File: config.mk
export PLATFORM = sky130hd
export DESIGN_NAME = grid_cell_polygon_classifier_flat
export DESIGN_NICKNAME = d
export VERILOG_FILES = /design/src/rtl/core/gcpc_pkg.sv /design/src/rtl/core/gcpc_if.sv /design/src/rtl/core/grid_cell_polygon_classifier.sv /design/src/flat_wrapper.sv
export VERILOG_INCLUDE_DIRS = /design/src /design/src/rtl/core
export SDC_FILE = /design/constraint.sdc
export NUM_CORES = 2
export LEC_CHECK = 0
export BUFFER_PORTS_ARGS = -buffer_cell sky130_fd_sc_hd__buf_2
export CAP_MARGIN = 0
export CORE_MARGIN = 4
export CORE_UTILIZATION = 65
export CTS_CLUSTER_DIAMETER = 50
export CTS_CLUSTER_SIZE = 8
export DETAILED_ROUTE_END_ITERATION = 16
export PLACE_DENSITY_LB_ADDON = 0.3
export RECOVER_POWER = 100
export SLEW_MARGIN = 20
export SYNTH_ARGS = -nofsm -noshare
export SYNTH_HDL_FRONTEND = slang
export SYNTH_SLANG_ARGS = --single-unit
export TNS_END_PERCENT = 1
File: constraint.sdc
create_clock -name clk -period 14.7 [get_ports clk]
set_clock_uncertainty 0.05 [all_clocks]
set_input_delay 0.735 -clock clk [delete_from_list [all_inputs] [get_ports clk]]
set_output_delay 0.735 -clock clk [all_outputs]
set_load 0.02 [all_outputs]
File: src/rtl/core/grid_cell_polygon_classifier_assert.svh
// assertion macros for the grid cell polygon classifier
`ifndef GRID_CELL_POLYGON_CLASSIFIER_ASSERT_SVH
`define GRID_CELL_POLYGON_CLASSIFIER_ASSERT_SVH
`ifndef ASSERT_OFF
`define GCPC_ASSERT_IMPL(label, ante, cons) \
  label: assert property (@(posedge clk) disable iff (rst) (ante) |-> (cons)) \
    else $error("gcpc assertion failed");
`define GCPC_ASSERT_NEXT(label, ante, cons) \
  label: assert property (@(posedge clk) disable iff (rst) (ante) |=> (cons)) \
    else $error("gcpc assertion failed");
`else
`define GCPC_ASSERT_IMPL(label, ante, cons)
`define GCPC_ASSERT_NEXT(label, ante, cons)
`endif
`endif

File: src/rtl/core/gcpc_pkg.sv
// shared types and constants of the grid cell polygon classifier
`timescale 1ns / 1ps
package gcpc_pkg;

  localparam int COORD_W    = 16;
  localparam int COUNT_W    = 6;
  localparam int SLOT_W     = 5;
  localparam int CELL_W     = 6;
  localparam int SIZE_W     = 12;
  localparam int CLASS_W    = 2;
  localparam int CFG_IDX_W  = 3;
  localparam int CFG_DATA_W = 16;

  // corner coordinates, operand and product widths of the shared multiplier
  localparam int PX_W   = 20;
  localparam int MUL_A_W = 21;
  localparam int MUL_B_W = 17;
  localparam int PROD_W  = MUL_A_W + MUL_B_W;

  localparam logic CMD_WRITE    = 1'b0;
  localparam logic CMD_CLASSIFY = 1'b1;

  localparam logic [CLASS_W-1:0] CLASS_INSIDE  = 2'd0;
  localparam logic [CLASS_W-1:0] CLASS_MIXED   = 2'd1;
  localparam logic [CLASS_W-1:0] CLASS_OUTSIDE = 2'd2;

  localparam logic [CFG_IDX_W-1:0] REG_VERTEX_COUNT  = 3'd0;
  localparam logic [CFG_IDX_W-1:0] REG_GRID_ORIGIN_X = 3'd1;
  localparam logic [CFG_IDX_W-1:0] REG_GRID_ORIGIN_Y = 3'd2;
  localparam logic [CFG_IDX_W-1:0] REG_CELL_WIDTH    = 3'd3;
  localparam logic [CFG_IDX_W-1:0] REG_CELL_HEIGHT   = 3'd4;

  localparam logic [SIZE_W-1:0] CELL_WIDTH_RESET  = 12'd20;
  localparam logic [SIZE_W-1:0] CELL_HEIGHT_RESET = 12'd12;

endpackage

File: src/rtl/core/gcpc_if.sv
// request and result channel interfaces of the grid cell polygon classifier
`timescale 1ns / 1ps
interface gcpc_req_if import gcpc_pkg::*; ();
  logic                      valid;
  logic                      ready;
  logic                      command;
  logic [SLOT_W-1:0]         vertex_slot;
  logic signed [COORD_W-1:0] vertex_x;
  logic signed [COORD_W-1:0] vertex_y;
  logic [CELL_W-1:0]         cell_row;
  logic [CELL_W-1:0]         cell_col;

  modport source (output valid, command, vertex_slot, vertex_x, vertex_y, cell_row,
                  cell_col, input ready);
  modport sink (input valid, command, vertex_slot, vertex_x, vertex_y, cell_row,
                cell_col, output ready);
endinterface

interface gcpc_rsp_if import gcpc_pkg::*; ();
  logic               valid;
  logic               ready;
  logic [CLASS_W-1:0] cell_class;

  modport source (output valid, cell_class, input ready);
  modport sink (input valid, cell_class, output ready);
endinterface

File: src/rtl/core/grid_cell_polygon_classifier.sv
// grid cell classifier: crossing-number test of four cell corners against a polygon
// a vertex write item is taken only while idle, goes into the vertex table and gives no result
// a classify item runs SETX, SETY, LOAD, then the edge steps for each of the n vertices in use,
// then DONE; no new item is taken until its result is loaded into the output register; one
// shared multiplier does 4 products per edge in steps MUL_Y0, MUL_Y1, MUL_X0, MUL_X1 and CLOSE
// reset: sync active high; resets control and config registers, vertex table undefined until written
`timescale 1ns / 1ps
`include "grid_cell_polygon_classifier_assert.svh"
module grid_cell_polygon_classifier import gcpc_pkg::*; #(
  parameter int MAX_VERTICES = 32
) (
  input  logic                  clk,
  input  logic                  rst,
  input  logic                  cfg_we,
  input  logic [CFG_IDX_W-1:0]  cfg_index,
  input  logic [CFG_DATA_W-1:0] cfg_data,
  gcpc_req_if.sink              req,
  gcpc_rsp_if.source            rsp
);

  localparam int AW    = (MAX_VERTICES > 1) ? $clog2(MAX_VERTICES) : 1;
  localparam int CNT_W = $clog2(MAX_VERTICES + 1);

  localparam logic [2:0] S_IDLE = 3'd0;
  localparam logic [2:0] S_SETX = 3'd1;
  localparam logic [2:0] S_SETY = 3'd2;
  localparam logic [2:0] S_LOAD = 3'd3;
  localparam logic [2:0] S_EDGE = 3'd4;
  localparam logic [2:0] S_DONE = 3'd5;

  localparam logic [2:0] E_MUL_Y0 = 3'd0;
  localparam logic [2:0] E_MUL_Y1 = 3'd1;
  localparam logic [2:0] E_MUL_X0 = 3'd2;
  localparam logic [2:0] E_MUL_X1 = 3'd3;
  localparam logic [2:0] E_CLOSE  = 3'd4;

  // configuration registers
  logic [COUNT_W-1:0]        vertex_count;
  logic signed [COORD_W-1:0] grid_origin_x;
  logic signed [COORD_W-1:0] grid_origin_y;
  logic [SIZE_W-1:0]         cell_width;
  logic [SIZE_W-1:0]         cell_height;

  // vertex table
  logic signed [COORD_W-1:0] poly_x_table [MAX_VERTICES];
  logic signed [COORD_W-1:0] poly_y_table [MAX_VERTICES];
  logic signed [COORD_W-1:0] rd_x;
  logic signed [COORD_W-1:0] rd_y;
  logic                      rd_en;
  logic [AW-1:0]             rd_addr;
  logic                      wr_en;

  // sequencer
  logic [2:0]                state;
  logic [2:0]                step;
  logic [CNT_W-1:0]          n_cnt;
  logic [CNT_W-1:0]          n_eff;
  logic [CNT_W-1:0]          n_dec;
  logic [CNT_W-1:0]          edge_idx;
  logic [CNT_W-1:0]          edge_next;
  logic [CELL_W-1:0]         row;
  logic [CELL_W-1:0]         col;

  // edge endpoints: cur is vertex i, prev is vertex j
  logic signed [COORD_W-1:0] xi;
  logic signed [COORD_W-1:0] yi;
  logic signed [COORD_W-1:0] xj;
  logic signed [COORD_W-1:0] yj;

  logic signed [PX_W-1:0]    x0;
  logic signed [PX_W-1:0]    x1;
  logic signed [PX_W-1:0]    y0;
  logic signed [PX_W-1:0]    y1;

  logic signed [MUL_A_W-1:0] mul_a;
  logic signed [MUL_B_W-1:0] mul_b;
  logic signed [PROD_W-1:0]  prod;
  logic signed [PROD_W-1:0]  rhs_lo;
  logic signed [PROD_W-1:0]  rhs_hi;
  logic                      cross_lo;
  logic                      cross_hi;
  logic                      dpos;
  logic                      hit_lo;
  logic                      hit_hi;
  logic [3:0]                corner_flags;

  logic                      out_valid;
  logic [CLASS_W-1:0]        out_class;
  logic [CLASS_W-1:0]        class_next;
  logic                      out_load;
  logic                      req_take;

  assign req.ready  = (state == S_IDLE) && !rst;
  assign req_take   = req.valid && req.ready;
  assign rsp.valid  = out_valid;
  assign rsp.cell_class = out_class;

  assign wr_en = req_take && (req.command == CMD_WRITE) &&
                 (32'(req.vertex_slot) < 32'(MAX_VERTICES));

  always_comb begin
    if (32'(vertex_count) > 32'(MAX_VERTICES)) begin
      n_eff = CNT_W'(MAX_VERTICES);
    end else begin
      n_eff = CNT_W'(vertex_count);
    end
  end

  assign n_dec     = n_cnt - 1'b1;
  assign edge_next = edge_idx + 1'b1;

  // configuration writes
  always_ff @(posedge clk) begin
    if (rst) begin
      vertex_count  <= '0;
      grid_origin_x <= '0;
      grid_origin_y <= '0;
      cell_width    <= CELL_WIDTH_RESET;
      cell_height   <= CELL_HEIGHT_RESET;
    end else if (cfg_we) begin
      case (cfg_index)
        REG_VERTEX_COUNT:  vertex_count  <= cfg_data[COUNT_W-1:0];
        REG_GRID_ORIGIN_X: grid_origin_x <= cfg_data[COORD_W-1:0];
        REG_GRID_ORIGIN_Y: grid_origin_y <= cfg_data[COORD_W-1:0];
        REG_CELL_WIDTH:    cell_width    <= cfg_data[SIZE_W-1:0];
        REG_CELL_HEIGHT:   cell_height   <= cfg_data[SIZE_W-1:0];
        default: ;
      endcase
    end
  end

  // table read: vertex n-1 in setup, vertex 0 next, then i+1 at the start of each edge
  always_comb begin
    rd_en   = 1'b0;
    rd_addr = '0;
    case (state)
      S_SETX: begin
        rd_en   = (n_cnt != '0);
        rd_addr = n_dec[AW-1:0];
      end
      S_SETY: begin
        rd_en   = (n_cnt != '0);
        rd_addr = '0;
      end
      S_EDGE: begin
        rd_en   = (step == E_MUL_Y0) && (edge_next < n_cnt);
        rd_addr = edge_next[AW-1:0];
      end
      default: ;
    endcase
  end

  always_ff @(posedge clk) begin
    if (wr_en) begin
      poly_x_table[AW'(req.vertex_slot)] <= req.vertex_x;
      poly_y_table[AW'(req.vertex_slot)] <= req.vertex_y;
    end
  end

  always_ff @(posedge clk) begin
    if (rd_en) begin
      rd_x <= poly_x_table[rd_addr];
      rd_y <= poly_y_table[rd_addr];
    end
  end

  // shared multiplier operand select
  always_comb begin
    mul_a = '0;
    mul_b = '0;
    case (state)
      S_SETX: begin
        mul_a = MUL_A_W'(col);
        mul_b = MUL_B_W'(cell_width);
      end
      S_SETY: begin
        mul_a = MUL_A_W'(row);
        mul_b = MUL_B_W'(cell_height);
      end
      S_EDGE: begin
        case (step)
          E_MUL_Y0: begin
            mul_a = MUL_A_W'(y0) - MUL_A_W'(yi);
            mul_b = MUL_B_W'(xj) - MUL_B_W'(xi);
          end
          E_MUL_Y1: begin
            mul_a = MUL_A_W'(y1) - MUL_A_W'(yi);
            mul_b = MUL_B_W'(xj) - MUL_B_W'(xi);
          end
          E_MUL_X0: begin
            mul_a = MUL_A_W'(x0) - MUL_A_W'(xi);
            mul_b = MUL_B_W'(yj) - MUL_B_W'(yi);
          end
          E_MUL_X1: begin
            mul_a = MUL_A_W'(x1) - MUL_A_W'(xi);
            mul_b = MUL_B_W'(yj) - MUL_B_W'(yi);
          end
          default: ;
        endcase
      end
      default: ;
    endcase
  end

  always_ff @(posedge clk) begin
    prod <= PROD_W'(mul_a) * PROD_W'(mul_b);
  end

  // compare direction follows the sign of yj - yi
  assign hit_lo = dpos ? (prod <= rhs_lo) : (prod >= rhs_lo);
  assign hit_hi = dpos ? (prod <= rhs_hi) : (prod >= rhs_hi);

  always_comb begin
    if (corner_flags == 4'b1111) begin
      class_next = CLASS_INSIDE;
    end else if (corner_flags == 4'b0000) begin
      class_next = CLASS_OUTSIDE;
    end else begin
      class_next = CLASS_MIXED;
    end
  end

  assign out_load = (state == S_DONE) && (!out_valid || rsp.ready);

  // sequencer
  always_ff @(posedge clk) begin
    if (rst) begin
      state        <= S_IDLE;
      step         <= E_MUL_Y0;
      edge_idx     <= '0;
      n_cnt        <= '0;
      corner_flags <= '0;
    end else begin
      case (state)
        S_IDLE: begin
          if (req_take && (req.command == CMD_CLASSIFY)) begin
            n_cnt <= n_eff;
            state <= S_SETX;
          end
        end
        S_SETX: state <= S_SETY;
        S_SETY: state <= S_LOAD;
        S_LOAD: begin
          edge_idx     <= '0;
          step         <= E_MUL_Y0;
          corner_flags <= '0;
          state        <= (n_cnt == '0) ? S_DONE : S_EDGE;
        end
        S_EDGE: begin
          case (step)
            E_MUL_Y0: step <= E_MUL_Y1;
            E_MUL_Y1: step <= E_MUL_X0;
            E_MUL_X0: step <= E_MUL_X1;
            E_MUL_X1: begin
              corner_flags[0] <= corner_flags[0] ^ (cross_lo & hit_lo);
              corner_flags[2] <= corner_flags[2] ^ (cross_hi & hit_hi);
              step            <= E_CLOSE;
            end
            E_CLOSE: begin
              corner_flags[1] <= corner_flags[1] ^ (cross_lo & hit_lo);
              corner_flags[3] <= corner_flags[3] ^ (cross_hi & hit_hi);
              step            <= E_MUL_Y0;
              edge_idx        <= edge_next;
              if (edge_next == n_cnt) begin
                state <= S_DONE;
              end
            end
            default: step <= E_MUL_Y0;
          endcase
        end
        S_DONE: begin
          if (out_load) begin
            state <= S_IDLE;
          end
        end
        default: state <= S_IDLE;
      endcase
    end
  end

  // datapath registers
  always_ff @(posedge clk) begin
    if (req_take) begin
      row <= req.cell_row;
      col <= req.cell_col;
    end
    case (state)
      S_SETY: begin
        x0 <= PX_W'(grid_origin_x) + prod[PX_W-1:0];
        x1 <= PX_W'(grid_origin_x) + prod[PX_W-1:0] + PX_W'(cell_width);
        xj <= rd_x;
        yj <= rd_y;
      end
      S_LOAD: begin
        y0 <= PX_W'(grid_origin_y) + prod[PX_W-1:0];
        y1 <= PX_W'(grid_origin_y) + prod[PX_W-1:0] + PX_W'(cell_height);
        xi <= rd_x;
        yi <= rd_y;
      end
      S_EDGE: begin
        case (step)
          E_MUL_Y0: begin
            cross_lo <= (PX_W'(yi) >= y0) != (PX_W'(yj) >= y0);
            cross_hi <= (PX_W'(yi) >= y1) != (PX_W'(yj) >= y1);
            dpos     <= (yj > yi);
          end
          E_MUL_Y1: rhs_lo <= prod;
          E_MUL_X0: rhs_hi <= prod;
          E_CLOSE: begin
            // step to the next edge: vertex i becomes j
            xj <= xi;
            yj <= yi;
            xi <= rd_x;
            yi <= rd_y;
          end
          default: ;
        endcase
      end
      default: ;
    endcase
  end

  // result register
  always_ff @(posedge clk) begin
    if (rst) begin
      out_valid <= 1'b0;
    end else if (out_load) begin
      out_valid <= 1'b1;
    end else if (rsp.ready) begin
      out_valid <= 1'b0;
    end
  end

  always_ff @(posedge clk) begin
    if (out_load) begin
      out_class <= class_next;
    end
  end

  `GCPC_ASSERT_IMPL(a_result_from_done, $rose(out_valid), $past(state) == S_DONE)
  `GCPC_ASSERT_IMPL(a_edge_in_range, state == S_EDGE, edge_idx < n_cnt)
  `GCPC_ASSERT_NEXT(a_write_stays_idle, req_take && (req.command == CMD_WRITE), state == S_IDLE)
  `GCPC_ASSERT_NEXT(a_done_waits, (state == S_DONE) && out_valid && !rsp.ready, state == S_DONE)

endmodule

File: src/flat_wrapper.sv
// flat-port wrapper written by rule: the top's interface ports become plain ports
module grid_cell_polygon_classifier_flat import gcpc_pkg::*;
#(
  parameter int MAX_VERTICES = 32
)
  (clk, rst, cfg_we, cfg_index, cfg_data, req_valid, req_command, req_vertex_slot, req_vertex_x, req_vertex_y, req_cell_row, req_cell_col, req_ready, rsp_valid, rsp_cell_class, rsp_ready);
  gcpc_req_if req_i ();
  gcpc_rsp_if rsp_i ();
  input  logic clk;
  input  logic rst;
  input  logic cfg_we;
  input  logic [CFG_IDX_W-1:0] cfg_index;
  input  logic [CFG_DATA_W-1:0] cfg_data;
  input wire logic [$bits(req_i.valid)-1:0] req_valid;
  input wire logic [$bits(req_i.command)-1:0] req_command;
  input wire logic [$bits(req_i.vertex_slot)-1:0] req_vertex_slot;
  input wire logic [$bits(req_i.vertex_x)-1:0] req_vertex_x;
  input wire logic [$bits(req_i.vertex_y)-1:0] req_vertex_y;
  input wire logic [$bits(req_i.cell_row)-1:0] req_cell_row;
  input wire logic [$bits(req_i.cell_col)-1:0] req_cell_col;
  output wire logic [$bits(req_i.ready)-1:0] req_ready;
  output wire logic [$bits(rsp_i.valid)-1:0] rsp_valid;
  output wire logic [$bits(rsp_i.cell_class)-1:0] rsp_cell_class;
  input wire logic [$bits(rsp_i.ready)-1:0] rsp_ready;
  assign req_i.valid = req_valid;
  assign req_i.command = req_command;
  assign req_i.vertex_slot = req_vertex_slot;
  assign req_i.vertex_x = req_vertex_x;
  assign req_i.vertex_y = req_vertex_y;
  assign req_i.cell_row = req_cell_row;
  assign req_i.cell_col = req_cell_col;
  assign req_ready = req_i.ready;
  assign rsp_valid = rsp_i.valid;
  assign rsp_cell_class = rsp_i.cell_class;
  assign rsp_i.ready = rsp_ready;
  grid_cell_polygon_classifier #(.MAX_VERTICES(MAX_VERTICES)) u_core (.clk(clk), .rst(rst), .cfg_we(cfg_we), .cfg_index(cfg_index), .cfg_data(cfg_data), .req(req_i), .rsp(rsp_i));
endmodule
==> metrics <==
outcome=finished with violations; failing checks=max-capacitance violations, max-slew violations; slowest stage delay, CP=approximately 2.5 ns; Post-Syn Area per Cell=about 13 um^2; final worst setup slack=approximately 2.3 ns; PostCTS Resize Cnt=0; Synth Flop Type=edfxtp_1; first-pass GRT wire length=about 330,000 um; clock latency on the worst-skew pair=0.86 ns; layout cells sized above 1=about 11%; post-synth top area cell=edfxtp_1; worst vdd ir=167 uV; root buffer cell=clkbuf_16; TritonCTS Sinks=around 1,400; final cycle utilization of the critical path=a little over four fifths; starting DRC count in detailed routing=6,511; WP data required=between 15 and 20 ns; Critical Path Start=u_core.state[1]$_SDFFE_PP0P_; GRT overflow=0; top-count cell post-synth=edfxtp_1; Crit. path cell count=28; die footprint=roughly 120,000 um^2; Ys Warns=0; Worst-Margin Slew=3.69 ns; Area contributors post-synth=edfxtp_1, fa_1, mux4_2, ha_1, dfxtp_1; flop2flop setup slack=between 2 and 2.5 ns; Setup crit end=u_core.prod[36]$_DFF_P_; Hold Path Class=input port to flop; Num CTS Buffers=201; wire length per cell=between 20 and 30 um; WP buf/inv=7; launching point of the worst reg2reg path=u_core.state[1]$_SDFFE_PP0P_; FILL cells=7,222; crit start category=flop; drt pass-1 iters=9; Yosys top cell area share=between 50% and 60%; overall power=about 0.013 W; clock-pin slew on the worst setup and hold paths=about 0.06 ns; r2r endpoint=u_core.prod[36]$_DFF_P_; syn nets=6,646; Ports=about 80; row count=~130; pre-CTS setup slack=3.78 ns; Final min period=about 12 ns; Vias/cell=6.67; number of synthesized flops with an enable pin=about 1,300; GPL Wtd Cong=roughly 0.98; Max Clock Freq=between 80 and 90 MHz; Crit path max-delay family=buffers and inverters; CTS Hold Bufs=0; Yosys cell types=87; H-Tree Depth=4; fin. max-slew vios=1,639; Post-DRT Antenna Nets=0; WP data arrival=about 13 ns; P per Cell Area=around 150 nW/um^2; most used cell along the critical path=fa_1; met3 routed WL=approximately 23,000 um; WS Path Type=flop to flop; Die H=351 um; worst-case clock buffer depth=3; largest net degree at the start of global routing=~140; initial antenna violation count=9; netlist area before placement=approximately 76,000 um^2; post-layout util=between 70% and 80%; via count=~51,000; routed length on met1=between 70,000 and 80,000 um; crit end category=flop; Syn-to-layout area delta=10.2%; Setup Viol. Count Final=0; Setup Buffers After CTS=0; P_leak=around 32 nW; Total Negative Setup Slacks=0 ns; final WL=between 200,000 and 250,000 um; reg2reg path depth=28; Core ar.=about 120,000 um^2; vias in the first global route=approximately 52,000; Critical-path top delay cell=clkbuf_1; Post-synth top cells=edfxtp_1, nand2_1, inv_1; die extent in x=approximately 350 um; Layout Nets=roughly 6,800; DR WL met2=roughly 110,000 um; CTS tree=done; final hold violation count=0; maxcap violations=63; Starting Density=65.6%; DP HPWL=~140,000 um; GRT Total Usage=between 30% and 40%; CP Max Fanout=54; fraction of registers with async set/reset=0%; worst rel slew slack=-146%; Yosys reg bits=1,416; DR DRC count=0; top sig layer=met5; Mapped Cells=about 6,000; sequential-to-total area share from yosys stat=a little over half; port bufs=between 70 and 80; RSZ-0062 raised after global routing=no
==> final cells by class <==
type / instances / area, um^2 / area share (%)
clock inverter: 25 / 518 / 0.615
sequential: 1416 / 41300 / 49.0
timing repair buffer: 166 / 875 / 1.04
tap: 1524 / 1910 / 2.26
multi-input combinational: 3599 / 32200 / 38.2
clock buffer: 233 / 5200 / 6.18
antenna: 8 / 20.0 / 0.0238
inverter: 601 / 2260 / 2.68
==> cell families (layout without fill, tap and decap cells) <==
logic type,Yosys count,in the layout,share of synthesized area [%]
flops,1416,1416,54.0
fa+ha+maj,739,739,15.7
other cells,0,8,0
buf+inv,818,1025,4.09
xor+xnor,173,173,1.99
mux,302,302,8.18
compound gates,757,757,6.46
simple gates,1628,1628,9.57
==> through the flow <==
step,hold WS (ns),std cells,area (um^2)
after detailed placement,0.384,7306,78900
after floorplan,0.376,5833,76400
after CTS,0.0154,7564,84700
final,0.0475,7572,84200
after global placement,0.379,7306,78900
after global routing,0.0283,7569,84200
==> per-layer routing <==
layer  vias to the layer above  global-route usage, %
met4                         2                   22.8
met2                      3542                   59.8
met3                       823                   8.01
li1                      21200                      -
met1                     25000                   46.3
met5                         -                      0
==> registers in the layout (all words and copies together) (netlist names), 20 cells and up <==
| register | count |
|---|---|
| u_core.poly_x_table | 512 |
| u_core.x1 | 20 |
| u_core.y0 | 20 |
| u_core.x0 | 20 |
| u_core.poly_y_table | 512 |
| u_core.rhs_lo | 38 |
| u_core.rhs_hi | 38 |
| u_core.prod | 38 |
| u_core.y1 | 20 |
==> power breakdown <==
group | internal (W) | total [W] | leakage (nW) | switching, W
Clock | 0.00255 | 0.00431 | 2.76 | 0.00176
Sequential | 0.00460 | 0.00473 | 12.7 | 0.000139
Combinational | 0.00132 | 0.00356 | 16.9 | 0.00224
Total | 0.00846 | 0.0126 | 32.4 | 0.00414
==> worst min-delay path by stage <==
stage,from,to,slack (ns),cells after the start
floorplan,u_core.rd_x[0]$_DFFE_PP_,u_core.xi[0]$_DFFE_PP_,0.38,0
detailed placement,u_core.rd_x[15]$_DFFE_PP_,u_core.xi[15]$_DFFE_PP_,0.38,0
finish,req_cell_row[1],u_core.row[1]$_DFFE_PP_,0.05,1
global placement,u_core.rd_y[5]$_DFFE_PP_,u_core.yi[5]$_DFFE_PP_,0.38,0
global route,req_cell_row[1],u_core.row[1]$_DFFE_PP_,0.03,1
CTS,req_cell_row[2],u_core.row[2]$_DFFE_PP_,0.02,1
==> cell usage in the layout, fill, tap and decap left out, drive strengths merged, types with 12 or more instances in the layout <==
cell type and count:
and2 29, and3 24, o31ai 14, clkbuf 317
a21o 95, fa 365, a31oi 21, nand3b 15
a21oi 225, nor2b 47, xnor2 128, nand3 234
nand2b 57, nand2 634, or3 19, ha 374
o211ai 17, mux4 256, nor2 396, a221oi 17
inv 606, xor2 45, a21boi 12, mux2 20
o21a 43, or2 25, a211oi 28, mux2i 26
nand4 42, o21bai 14, nor3 67, edfxtp 1293
dfxtp 123, clkinv 13, buf 82, o21ai 184
Power figures use the tool's default switching activity.
